==> src/hdl/packet_filter_checksum_router_assert.svh <==
// Assertion macros shared by the packet filter RTL.
// Needs clk and rst_n in the scope of the module that uses them.
`ifndef PACKET_FILTER_CHECKSUM_ROUTER_ASSERT_SVH
`define PACKET_FILTER_CHECKSUM_ROUTER_ASSERT_SVH

// Same-cycle implication, off while in reset
`define PFCR_ASSERT_NOW(lbl, cond, prop) \
    lbl: assert property (@(posedge clk) disable iff (!rst_n) (cond) |-> (prop)) \
        else $error("pfcr assertion failed");

// Next-cycle implication, off while in reset
`define PFCR_ASSERT_NEXT(lbl, cond, prop) \
    lbl: assert property (@(posedge clk) disable iff (!rst_n) (cond) |=> (prop)) \
        else $error("pfcr assertion failed");

`endif

==> src/hdl/pfcr_pkg.sv <==
// Package for the packet filter / checksum router: sizes, codes and helpers.
// No dependencies; used by packet_filter_checksum_router.
package pfcr_pkg;

    localparam int NUM_PORTS   = 3;
    localparam int NUM_CLASSES = 3;

    localparam logic [15:0] ALL_ONES = 16'hffff;

    // stream widths (fields packed from bit 0 up, padded to whole bytes)
    localparam int IN_TDATA_W  = 144;
    localparam int OUT_TDATA_W = 168;

    // mask for a broadcast copy: every existing port bit
    localparam logic [2:0] BCAST_MASK = 3'(((1 << NUM_PORTS) - 1) & 7);

    // configuration register indexes
    localparam logic [2:0] CFG_SRC_REJ_A = 3'd0;
    localparam logic [2:0] CFG_SRC_REJ_B = 3'd1;
    localparam logic [2:0] CFG_SRC_REJ_C = 3'd2;
    localparam logic [2:0] CFG_PORT0_DST = 3'd3;
    localparam logic [2:0] CFG_PORT1_DST = 3'd4;
    localparam logic [2:0] CFG_PORT2_DST = 3'd5;
    localparam logic [2:0] CFG_BCAST_DST = 3'd6;

    typedef enum logic [2:0] {
        VERDICT_FORWARD   = 3'd0,
        VERDICT_SRC_REJ   = 3'd1,
        VERDICT_CSUM_BAD  = 3'd2,
        VERDICT_BAD_CLASS = 3'd3,
        VERDICT_NO_ROUTE  = 3'd4
    } verdict_t;

    // ones'-complement add with end-around carry
    function automatic logic [15:0] oc_add(input logic [15:0] a, input logic [15:0] b);
        logic [16:0] s;
        s = {1'b0, a} + {1'b0, b};
        return s[15:0] + {15'd0, s[16]};
    endfunction

    // low < v < high, bounds packed high word = low bound
    function automatic logic in_open(input logic [63:0] rng, input logic [31:0] v);
        return (v > rng[63:32]) && (v < rng[31:0]);
    endfunction

    // low <= v <= high
    function automatic logic in_closed(input logic [63:0] rng, input logic [31:0] v);
        return (v >= rng[63:32]) && (v <= rng[31:0]);
    endfunction

endpackage

==> src/hdl/packet_filter_checksum_router.sv <==
// Packet filter with ones'-complement checksum, source filter and port router.
// Depends on pfcr_pkg and packet_filter_checksum_router_assert.svh.
//
// Packet words stream in on the s_ side at one word per clock, back to back.
// Each word is registered, then folded into a 16-bit ones'-complement sum. The
// word flagged by s_tlast carries the side-band fields; its verdict word is
// loaded into the result register for the m_ side. Verdict priority: source in
// an open reject range, checksum not all ones, class not below NUM_CLASSES,
// else routed (port 0, 1, 2, then broadcast, or no route). The result register
// is the only back-pressure point: while it holds an untaken verdict, a further
// last word waits in the input register and s_tready drops; non-last words keep
// flowing. Sustained rate is one word per cycle while verdicts are taken. The
// user must write configuration through cfg_we/cfg_addr/cfg_data only while the
// block is idle; the block does not enforce this. Index 7 is ignored.
`include "packet_filter_checksum_router_assert.svh"

module packet_filter_checksum_router
(
    input  logic                             clk,
    input  logic                             rst_n,
    // configuration write port
    input  logic                             cfg_we,
    input  logic [2:0]                       cfg_addr,
    input  logic [63:0]                      cfg_data,
    // packet word stream
    input  logic                             s_tvalid,
    output logic                             s_tready,
    // word[15:0], source_addr[47:16], dest_addr[79:48], age[143:80]
    input  logic [pfcr_pkg::IN_TDATA_W-1:0]  s_tdata,
    input  logic                             s_tlast,   // last_word
    input  logic [1:0]                       s_tuser,   // traffic_class[1:0]
    // verdict stream
    output logic                             m_tvalid,
    input  logic                             m_tready,
    // port_mask[2:0], queue_class[4:3], worst_age[68:5],
    // forwarded_count[100:69], source_reject_count[132:101],
    // checksum_reject_count[164:133], zero pad[167:165]
    output logic [pfcr_pkg::OUT_TDATA_W-1:0] m_tdata,
    output logic [2:0]                       m_tuser    // verdict[2:0]
);

    // configuration
    logic [63:0] src_rej_reg [3];
    logic [63:0] dst_rng_reg [4];   // ports 0..2, then broadcast

    // input register
    logic        in_valid_reg;
    logic [15:0] in_word_reg;
    logic        in_last_reg;
    logic [31:0] in_src_reg;
    logic [31:0] in_dst_reg;
    logic [1:0]  in_cls_reg;
    logic [63:0] in_age_reg;

    // state
    logic [15:0] sum_reg;
    logic [63:0] worst_reg [pfcr_pkg::NUM_CLASSES];
    logic [31:0] fwd_total_reg;
    logic [31:0] src_total_reg;
    logic [31:0] csum_total_reg;

    // result register
    logic                 out_valid_reg;
    pfcr_pkg::verdict_t   out_verdict_reg;
    logic [2:0]           out_mask_reg;
    logic [1:0]           out_qcls_reg;
    logic [63:0]          out_worst_reg;
    logic [31:0]          out_fwd_reg;
    logic [31:0]          out_src_reg;
    logic [31:0]          out_csum_reg;

    // datapath
    logic               out_free;
    logic               fire;
    logic               take_in;
    logic               result_load;
    logic [15:0]        sum_next;
    logic               src_hit;
    logic               class_ok;
    logic [63:0]        cur_worst;
    logic [63:0]        worst_next;
    logic [2:0]         mask_next;
    pfcr_pkg::verdict_t verdict_next;
    logic [31:0]        fwd_total_next;
    logic [31:0]        src_total_next;
    logic [31:0]        csum_total_next;

    assign out_free    = !out_valid_reg || m_tready;
    assign fire        = in_valid_reg && (!in_last_reg || out_free);
    assign s_tready    = !in_valid_reg || fire;
    assign take_in     = s_tvalid && s_tready;
    assign result_load = fire && in_last_reg;

    assign sum_next = pfcr_pkg::oc_add(sum_reg, in_word_reg);

    // classification of the word in the input register
    always_comb
    begin
        src_hit   = pfcr_pkg::in_open(src_rej_reg[0], in_src_reg) ||
                    pfcr_pkg::in_open(src_rej_reg[1], in_src_reg) ||
                    pfcr_pkg::in_open(src_rej_reg[2], in_src_reg);
        class_ok  = int'(in_cls_reg) < pfcr_pkg::NUM_CLASSES;

        cur_worst = '0;
        for (int i = 0; i < pfcr_pkg::NUM_CLASSES; i++)
        begin
            if (int'(in_cls_reg) == i)
                cur_worst = worst_reg[i];
        end
        worst_next = (cur_worst < in_age_reg) ? in_age_reg : cur_worst;

        // lowest matching port wins
        mask_next = '0;
        for (int k = 2; k >= 0; k--)
        begin
            if (k < pfcr_pkg::NUM_PORTS && pfcr_pkg::in_closed(dst_rng_reg[k], in_dst_reg))
                mask_next = 3'b001 << k;
        end
        if (mask_next == 3'b000 && pfcr_pkg::in_closed(dst_rng_reg[3], in_dst_reg))
            mask_next = pfcr_pkg::BCAST_MASK;

        fwd_total_next  = fwd_total_reg;
        src_total_next  = src_total_reg;
        csum_total_next = csum_total_reg;
        if (src_hit)
        begin
            verdict_next   = pfcr_pkg::VERDICT_SRC_REJ;
            src_total_next = src_total_reg + 32'd1;
        end
        else if (sum_next != pfcr_pkg::ALL_ONES)
        begin
            verdict_next    = pfcr_pkg::VERDICT_CSUM_BAD;
            csum_total_next = csum_total_reg + 32'd1;
        end
        else if (!class_ok)
            verdict_next = pfcr_pkg::VERDICT_BAD_CLASS;
        else if (mask_next != 3'b000)
        begin
            verdict_next   = pfcr_pkg::VERDICT_FORWARD;
            fwd_total_next = fwd_total_reg + 32'd1;
        end
        else
            verdict_next = pfcr_pkg::VERDICT_NO_ROUTE;
    end

    // configuration registers
    always_ff @(posedge clk or negedge rst_n)
    begin
        if (!rst_n)
        begin
            for (int i = 0; i < 3; i++)
                src_rej_reg[i] <= '0;
            for (int i = 0; i < 4; i++)
                dst_rng_reg[i] <= '0;
        end
        else if (cfg_we)
        begin
            unique case (cfg_addr)
                pfcr_pkg::CFG_SRC_REJ_A: src_rej_reg[0] <= cfg_data;
                pfcr_pkg::CFG_SRC_REJ_B: src_rej_reg[1] <= cfg_data;
                pfcr_pkg::CFG_SRC_REJ_C: src_rej_reg[2] <= cfg_data;
                pfcr_pkg::CFG_PORT0_DST: dst_rng_reg[0] <= cfg_data;
                pfcr_pkg::CFG_PORT1_DST: dst_rng_reg[1] <= cfg_data;
                pfcr_pkg::CFG_PORT2_DST: dst_rng_reg[2] <= cfg_data;
                pfcr_pkg::CFG_BCAST_DST: dst_rng_reg[3] <= cfg_data;
                default: ;
            endcase
        end
    end

    // input register: control
    always_ff @(posedge clk or negedge rst_n)
    begin
        if (!rst_n)
            in_valid_reg <= 1'b0;
        else if (s_tready)
            in_valid_reg <= s_tvalid;
    end

    // input register: payload
    always_ff @(posedge clk)
    begin
        if (take_in)
        begin
            in_word_reg <= s_tdata[15:0];
            in_src_reg  <= s_tdata[47:16];
            in_dst_reg  <= s_tdata[79:48];
            in_age_reg  <= s_tdata[143:80];
            in_last_reg <= s_tlast;
            in_cls_reg  <= s_tuser;
        end
    end

    // running sum, worst ages and totals
    always_ff @(posedge clk or negedge rst_n)
    begin
        if (!rst_n)
        begin
            sum_reg        <= '0;
            fwd_total_reg  <= '0;
            src_total_reg  <= '0;
            csum_total_reg <= '0;
            for (int i = 0; i < pfcr_pkg::NUM_CLASSES; i++)
                worst_reg[i] <= '0;
        end
        else if (fire)
        begin
            sum_reg <= in_last_reg ? 16'd0 : sum_next;
            if (in_last_reg)
            begin
                fwd_total_reg  <= fwd_total_next;
                src_total_reg  <= src_total_next;
                csum_total_reg <= csum_total_next;
                if (verdict_next == pfcr_pkg::VERDICT_FORWARD ||
                    verdict_next == pfcr_pkg::VERDICT_NO_ROUTE)
                begin
                    for (int i = 0; i < pfcr_pkg::NUM_CLASSES; i++)
                    begin
                        if (int'(in_cls_reg) == i)
                            worst_reg[i] <= worst_next;
                    end
                end
            end
        end
    end

    // result register: control
    always_ff @(posedge clk or negedge rst_n)
    begin
        if (!rst_n)
            out_valid_reg <= 1'b0;
        else if (result_load)
            out_valid_reg <= 1'b1;
        else if (m_tready)
            out_valid_reg <= 1'b0;
    end

    // result register: payload; source, checksum and class rejects report zero mask/class/age
    always_ff @(posedge clk)
    begin
        if (result_load)
        begin
            out_verdict_reg <= verdict_next;
            out_fwd_reg     <= fwd_total_next;
            out_src_reg     <= src_total_next;
            out_csum_reg    <= csum_total_next;
            if (verdict_next == pfcr_pkg::VERDICT_FORWARD ||
                verdict_next == pfcr_pkg::VERDICT_NO_ROUTE)
            begin
                out_mask_reg  <= (verdict_next == pfcr_pkg::VERDICT_FORWARD) ? mask_next : 3'b000;
                out_qcls_reg  <= in_cls_reg;
                out_worst_reg <= worst_next;
            end
            else
            begin
                out_mask_reg  <= 3'b000;
                out_qcls_reg  <= 2'b00;
                out_worst_reg <= '0;
            end
        end
    end

    assign m_tvalid = out_valid_reg;
    assign m_tuser  = out_verdict_reg;
    assign m_tdata  = {3'b000, out_csum_reg, out_src_reg, out_fwd_reg,
                       out_worst_reg, out_qcls_reg, out_mask_reg};

    // sum restarts after every last word
    `PFCR_ASSERT_NEXT(a_sum_cleared, fire && in_last_reg, sum_reg == 16'd0)
    // a last word never overwrites a verdict that is still waiting
    `PFCR_ASSERT_NOW(a_no_overwrite, result_load, out_free)
    // forwarded total moves by one exactly with a forward verdict
    `PFCR_ASSERT_NEXT(a_fwd_count, result_load && verdict_next == pfcr_pkg::VERDICT_FORWARD,
        fwd_total_reg == $past(fwd_total_reg) + 32'd1)
    // a port mask is shown only for forwarded packets
    `PFCR_ASSERT_NOW(a_mask_verdict, out_valid_reg,
        (out_verdict_reg == pfcr_pkg::VERDICT_FORWARD) == (out_mask_reg != 3'b000))
    // a held input word stays held
    `PFCR_ASSERT_NEXT(a_in_hold, in_valid_reg && !fire, in_valid_reg)

endmodule
==> config.mk <==
export PLATFORM = sky130hd
export DESIGN_NAME = packet_filter_checksum_router
export DESIGN_NICKNAME = d
export VERILOG_FILES = /design/src/hdl/pfcr_pkg.sv /design/src/hdl/packet_filter_checksum_router.sv
export VERILOG_INCLUDE_DIRS = /design/src /design/src/hdl
export SDC_FILE = /design/constraint.sdc
export NUM_CORES = 2
export LEC_CHECK = 0
export ABC_AREA = 1
export BUFFER_PORTS_ARGS = -buffer_cell sky130_fd_sc_hd__buf_2
export CORE_ASPECT_RATIO = 1.1
export CORE_MARGIN = 2
export CORE_UTILIZATION = 60
export CTS_BUF_LIST = sky130_fd_sc_hd__clkbuf_16
export DETAILED_ROUTE_END_ITERATION = 10
export PLACE_DENSITY = 0.79
export SLEW_MARGIN = 20
export SYNTH_ARGS = -nofsm -noshare
export SYNTH_HDL_FRONTEND = slang
export SYNTH_SLANG_ARGS = --single-unit
==> constraint.sdc <==
create_clock -name clk -period 10.7 [get_ports clk]
set_clock_uncertainty 0.05 [all_clocks]
set_input_delay 1.07 -clock clk [delete_from_list [all_inputs] [get_ports clk]]
set_output_delay 1.07 -clock clk [all_outputs]
set_load 0.01 [all_outputs]
Word level (Yosys, flattened, before mapping)

Cells that the tools add are included.

Output and inout bits: 173
Bits of input ports: 219
Register bits after elaboration: 1069
Logic and storage cells: 120

Reductions and logical operators: 38
Add/subtract/negate cells: 5
Equal/unequal tests: 10
Magnitude comparators: 16
Muxes and demuxes: 22

Operators with widths:

| operator                                                               | count |
|---|---|
| 64-bit 2-to-1 mux                                                      | 4 |
| 32-bit 2-to-1 mux                                                      | 7 |
| 32-bit >= comparator                                                   | 4 |
| 32-bit <= comparator                                                   | 4 |
| 32-bit by 1-bit adder with 32-bit output (second input constant)       | 3 |
| 32-bit greater-than comparator                                         | 3 |
| 32-bit less-than comparator                                            | 3 |
| 64-bit less-than comparator                                            | 1 |
| 3-bit 2-to-1 mux                                                       | 8 |
| 2-bit AND reduction                                                    | 9 |
| 16-bit by 16-bit adder with 17-bit output                              | 1 |
| 16-bit by 1-bit adder with 16-bit output                               | 1 |
| 16-bit 2-to-1 mux                                                      | 1 |
| 16-bit != test (second input constant)                                 | 1 |
| 3-bit equality test (second input constant)                            | 4 |
| 4-bit AND reduction                                                    | 3 |
| 1-bit logical AND                                                      | 11 |
| 3-bit logical NOT                                                      | 3 |
| 3-bit by 2-bit equality test with 1-bit output (second input constant) | 2 |
| 1-bit logical OR                                                       | 6 |
| 2-bit equality test (second input constant)                            | 2 |
| 3-bit by 1-bit equality test with 1-bit output (second input constant) | 1 |
| 1-bit logical NOT                                                      | 3 |
| 3-bit nonzero test                                                     | 1 |
| other kinds (4)                                                        | 5 |

Logic depth before layout (Yosys ltp)

Depth after elaboration: 16
Gate-level depth with buffers: 33

Worst setup path after synthesis

No wires, ideal clock.

Path type: in2reg
From: in m_tready
To: reg out_verdict_reg[0], in the netlist m_tuser[0] (enable)
Arrival time: 6818 ps
Path slack: 3234 ps
Stages: 9
Path buffers: 3
Cells stage by stage: nor2_1 > nand2_1 > nand2_1 > inv_1 > nand2_1 > clkbuf_1 > inv_1 > clkbuf_1 > clkbuf_1

Cells in the longest elaborated chain, start to end: 4

RTL lines:

| what                  | line                                 | RTL |
|---|---|---|
| from (decl)           | packet_filter_checksum_router.sv:34  | `input logic m_tready,` |
| 1-bit logical OR      | packet_filter_checksum_router.sv:88  | `assign out_free = !out_valid_reg \|\| m_tready;` |
| 1-bit logical OR      | packet_filter_checksum_router.sv:89  | `assign fire = in_valid_reg && (!in_last_reg \|\| out_free);` |
| 1-bit logical AND     | packet_filter_checksum_router.sv:89  |  |
| 1-bit logical AND     | packet_filter_checksum_router.sv:92  | `assign result_load = fire && in_last_reg;` |
| named net result_load | packet_filter_checksum_router.sv:76  | `logic result_load;` |
| to (signal assigned)  | packet_filter_checksum_router.sv:243 | `out_verdict_reg <= verdict_next;` |
| to (decl)             | packet_filter_checksum_router.sv:64  | `pfcr_pkg::verdict_t out_verdict_reg;` |

The timed path passes the listed nets, and every way through them passes these cells.
A chain may end at the register's enable or synchronous reset.

Worst setup path after layout

From: reg sum_reg[0]
To: reg worst_reg[15] (netlist bit)

Cells in the longest elaborated chain, start to end: 8
Elaborated cells on any way between the ends: 9
Classes of those cells: add/sub: 2; eq/ne: 2; mux: 2; reduce/logical: 3

RTL lines:

| what                                                     | line                                                                       | RTL |
|---|---|---|
| from (decl)                                              | packet_filter_checksum_router.sv:56                                        | `logic [15:0] sum_reg;` |
| from (signal assigned)                                   | packet_filter_checksum_router.sv:208                                       | `sum_reg <= in_last_reg ? 16'd0 : sum_next;` |
| 16-bit by 16-bit adder with 17-bit output *              | pfcr_pkg.sv:37                                                             | `s = {1'b0, a} + {1'b0, b};` |
| 16-bit by 1-bit adder with 16-bit output *               | pfcr_pkg.sv:38                                                             | `return s[15:0] + {15'd0, s[16]};` |
| 16-bit != test *                                         | packet_filter_checksum_router.sv:130                                       | `else if (sum_next != pfcr_pkg::ALL_ONES)` |
| 3-bit 2-to-1 mux *                                       | packet_filter_checksum_router.sv:130                                       |  |
| 3-bit 2-to-1 mux *                                       | packet_filter_checksum_router.sv:125                                       | `if (src_hit)` |
| 3-bit equality test or 3-bit logical NOT (tied branches) | packet_filter_checksum_router.sv:215, packet_filter_checksum_router.sv:214 |  |
| 1-bit logical OR *                                       | packet_filter_checksum_router.sv:214                                       | `if (verdict_next == pfcr_pkg::VERDICT_FORWARD \|\|` |
| 4-bit AND reduction (no line) *                          | n/a                                                                        |  |
| to (signal, indexed assignment)                          | packet_filter_checksum_router.sv:220                                       | `worst_reg[i] <= worst_next;` |
| to (decl)                                                | packet_filter_checksum_router.sv:57                                        | `logic [63:0] worst_reg [pfcr_pkg::NUM_CLASSES];` |

Every way passes the cells marked *; elsewhere a longest branch is shown, timed or not.

==> impl_results.md <==
- Run status: completed
- Num rows: 118
- Clock root buffer: clkbuf_16
- WL/cell: 17.62 um
- CTS resizes: 0
- Commonest cells after routing, fill and taps aside: nand2_1, inv_1, dfrtp_1
- Slowest cell on crit path: nor2_8
- CTS clk-pin slew, worst paths: 0.06 ns
- Layout Utilization: 0.6733
- CTS Buf Count: around 110
- Syn Area/Cell: 8.543 sq um
- Drt first-iter violations: just over 4,000
- Layout cells sized above 1: 0.08851
- Worst EP arrival: 8.04 ns
- Final setup vio count: 0
- Vias per cell: 5.568
- Sequential fraction of the synthesis area: 0.4965
- Tcrit/Tclk final: 0.7001
- Unrepaired setup endpoints after global routing: no
- Crit. End Element: register
- Vias in the first global route: about 45,000
- Total setup buffers inserted after CTS: 0
- Worst-Skew Late Latency: 0.73 ns
- Crit-path most repeated cell: nand2_1
- Highest fanout seen on the critical path: 70
- TritonCTS clock tree: yes
- Routed wire length: 146.8 mm
- Final ANT Viol Nets: 0
- Port Buffers: around 390
- DP Wirelength: ~100 mm
- EDFF count, synth: 315
- Initial Util: 0.6056
- Most common cell after layout, fill and taps aside: nand2_1
- Fmax: 133.5 MHz
- CTS Sinks: 1,069
- Initial antenna violation count: 10
- Setup_tns: 0 ns
- Largest net degree at the start of global routing: between 150 and 200
- DR DRC count: 0
- CP Data Required Time: about 11 ns
- First-pass GRT wire length: 234.4 mm
- # nets final: 7,714
- 1st-pass router iterations: 6
- Slew Limit Fails: 0
- Via count: around 46,000
- Minimum clock period after layout: ~7.5 ns
- Distinct cells, synth: 45
- Crit start category: register
- Max-cap violation count: 0
- Asr flop ratio synth: 0.7053
- Normalized max-slew margin: 0.3080
- PD cells: ~180 nW/um^2
- Fillers: 7,548
- Die ar.: 97,570 sq um
- CTS H-tree depth: 3
- Synth Flop Type: dfrtp_1
- Gr usage total: 0.3002
- Hold_buf cts: 0
- Post-Syn Instances: between 6,000 and 7,000
- Critical path's largest stage delay: 0.72 ns
- Worst Tran Pin Value: 1.038 ns
- LEAKAGE: 32.18 nW
- Area Growth Syn to Fin: 11.17%
- Final-report hold violation count: 0
- Global route overflow: 0
- Peak VDD IR: 0.1453 mV
- Core Area: 94,200 sq um
- Chip Height: about 330 um
- Die W: roughly 300 um
- Critical path class: reg2reg
- Max FFs per register: 256
- Synthesized area: 57,050 sq um
- Final Wtd Congestion: 0.9362
- Top Ports: 392
- Clock buffer depth: 3
- HP Class: in2async
- Yosys Warn Count: 0
- WHS: 0.3039 ns
- Register bit total from synthesis: ~1,100
==> cells in the mapped netlist (2+ instances only) <==
cell type	n	area [sq um]
nand2_1	2034	7635
inv_1	875	3284
dfrtp_1	754	18870
o21ai_0	619	3098
ha_1	529	6619
nand3_1	480	2402
a21oi_1	323	1617
edfxtp_1	315	9459
nor2_1	195	732.0
clkbuf_1	191	716.9
nand4_1	102	638.1
nor3_1	59	295.3
xor2_1	33	289.0
buf_6	28	315.3
nor4_1	16	100.1
o211ai_1	16	120.1
o21a_1	13	97.59
buf_8	11	165.2
buf_1	9	33.78
buf_2	9	45.04
nand3b_1	8	60.06
nor2_2	7	43.79
a211oi_1	6	45.04
and2_1	5	31.28
a31oi_1	4	25.02
o31ai_1	4	30.03
buf_4	3	22.52
nand2_2	3	18.77
nor3b_1	3	22.52
nor4b_1	3	26.28
o2111ai_1	3	26.28
a21boi_0	2	15.01
a21o_1	2	15.01
o21bai_1	2	15.01
o221ai_1	2	17.52
==> logic make-up after synthesis <==
kind of cell / share of synthesized area
compound gates: 0.09008
xor+xnor: 0.005066
fa+ha+maj: 0.1164
buf+inv: 0.08040
flops: 0.4965
other cells: 0.00006573
simple gates: 0.2115
==> layer usage <==
layer / share of wire / vias up / global-route usage
met5: 0.00019 / - / 0
met4: 0.047 / 4 / 0.1447
met3: 0.065 / 324 / 0.03867
met2: 0.48 / 1547 / 0.4999
met1: 0.41 / 22058 / 0.3910
li1: - / 22442 / -
==> worst max-delay path, delay by kind of cell, from the launching register on <==
family | cells | cell delay [ns]
DFF | 1 | 0.34
buffers and inverters | 5 | 1.41
and+or+nand+nor | 20 | 4.27
adders and majority gates | 4 | 0.94
AOI/OAI and AO/OA | 2 | 0.27
==> per-stage QoR <==
stage | area (sq um) | setup WS [ns] | total power [mW] | std cells
2_1_floorplan | 57060 | 3.234 | 6.714 | 6680
3_3_place_gp | 59720 | 3.567 | 7.391 | 8114
3_5_place_dp | 59720 | 3.333 | 7.509 | 8114
4_1_cts | 63400 | 3.314 | 11.43 | 8321
5_1_grt | 63400 | 2.537 | 12.03 | 8321
6_report | 63420 | 3.209 | 11.38 | 8329
==> power breakdown <==
group / leakage, nW / internal [mW] / switching [mW] / total [mW]
clock network: 1.87 / 2.21 / 1.70 / 3.91
registers: 12.8 / 4.71 / 0.307 / 5.02
logic: 17.5 / 0.844 / 1.61 / 2.46
total: 32.2 / 7.76 / 3.62 / 11.4
==> final cells by class <==
| cell class | count | area [sq um] | area share |
|---|---|---|---|
| clock inverter | 95 | 874.6 | 0.01379 |
| tap | 1260 | 1577 | 0.02486 |
| antenna | 8 | 20.02 | 0.0003157 |
| multi-input combinational | 4484 | 24260 | 0.3826 |
| clock buffer | 112 | 2803 | 0.04419 |
| inverter | 876 | 3301 | 0.05205 |
| sequential | 1069 | 28330 | 0.4467 |
| timing repair buffer | 425 | 2255 | 0.03555 |
==> path summary, 6_finish.rpt <==
| path | slack (ns) | endpoint | from | depth (start not counted) |
|---|---|---|---|---|
| min | 0.30 | src_total_reg[10]$_DFFE_PN0P_ | rst_n | 1 |
| min reg2reg | 0.42 | worst_reg[95]$_DFFE_PN0P_ | worst_reg[95]$_DFFE_PN0P_ | 2 |
| max | 3.21 | worst_reg[15]$_DFFE_PN0P_ | sum_reg[0]$_DFFE_PN0P_ | 31 |
| max reg2reg | 3.21 | worst_reg[15]$_DFFE_PN0P_ | sum_reg[0]$_DFFE_PN0P_ | 31 |
| max in group asynchronous | 7.90 | src_rej_reg[60]$_DFFE_PN0P_ | rst_n | 3 |
| min in group clk | 0.42 | worst_reg[95]$_DFFE_PN0P_ | worst_reg[95]$_DFFE_PN0P_ | 2 |
Power figures use the tool's default switching activity.
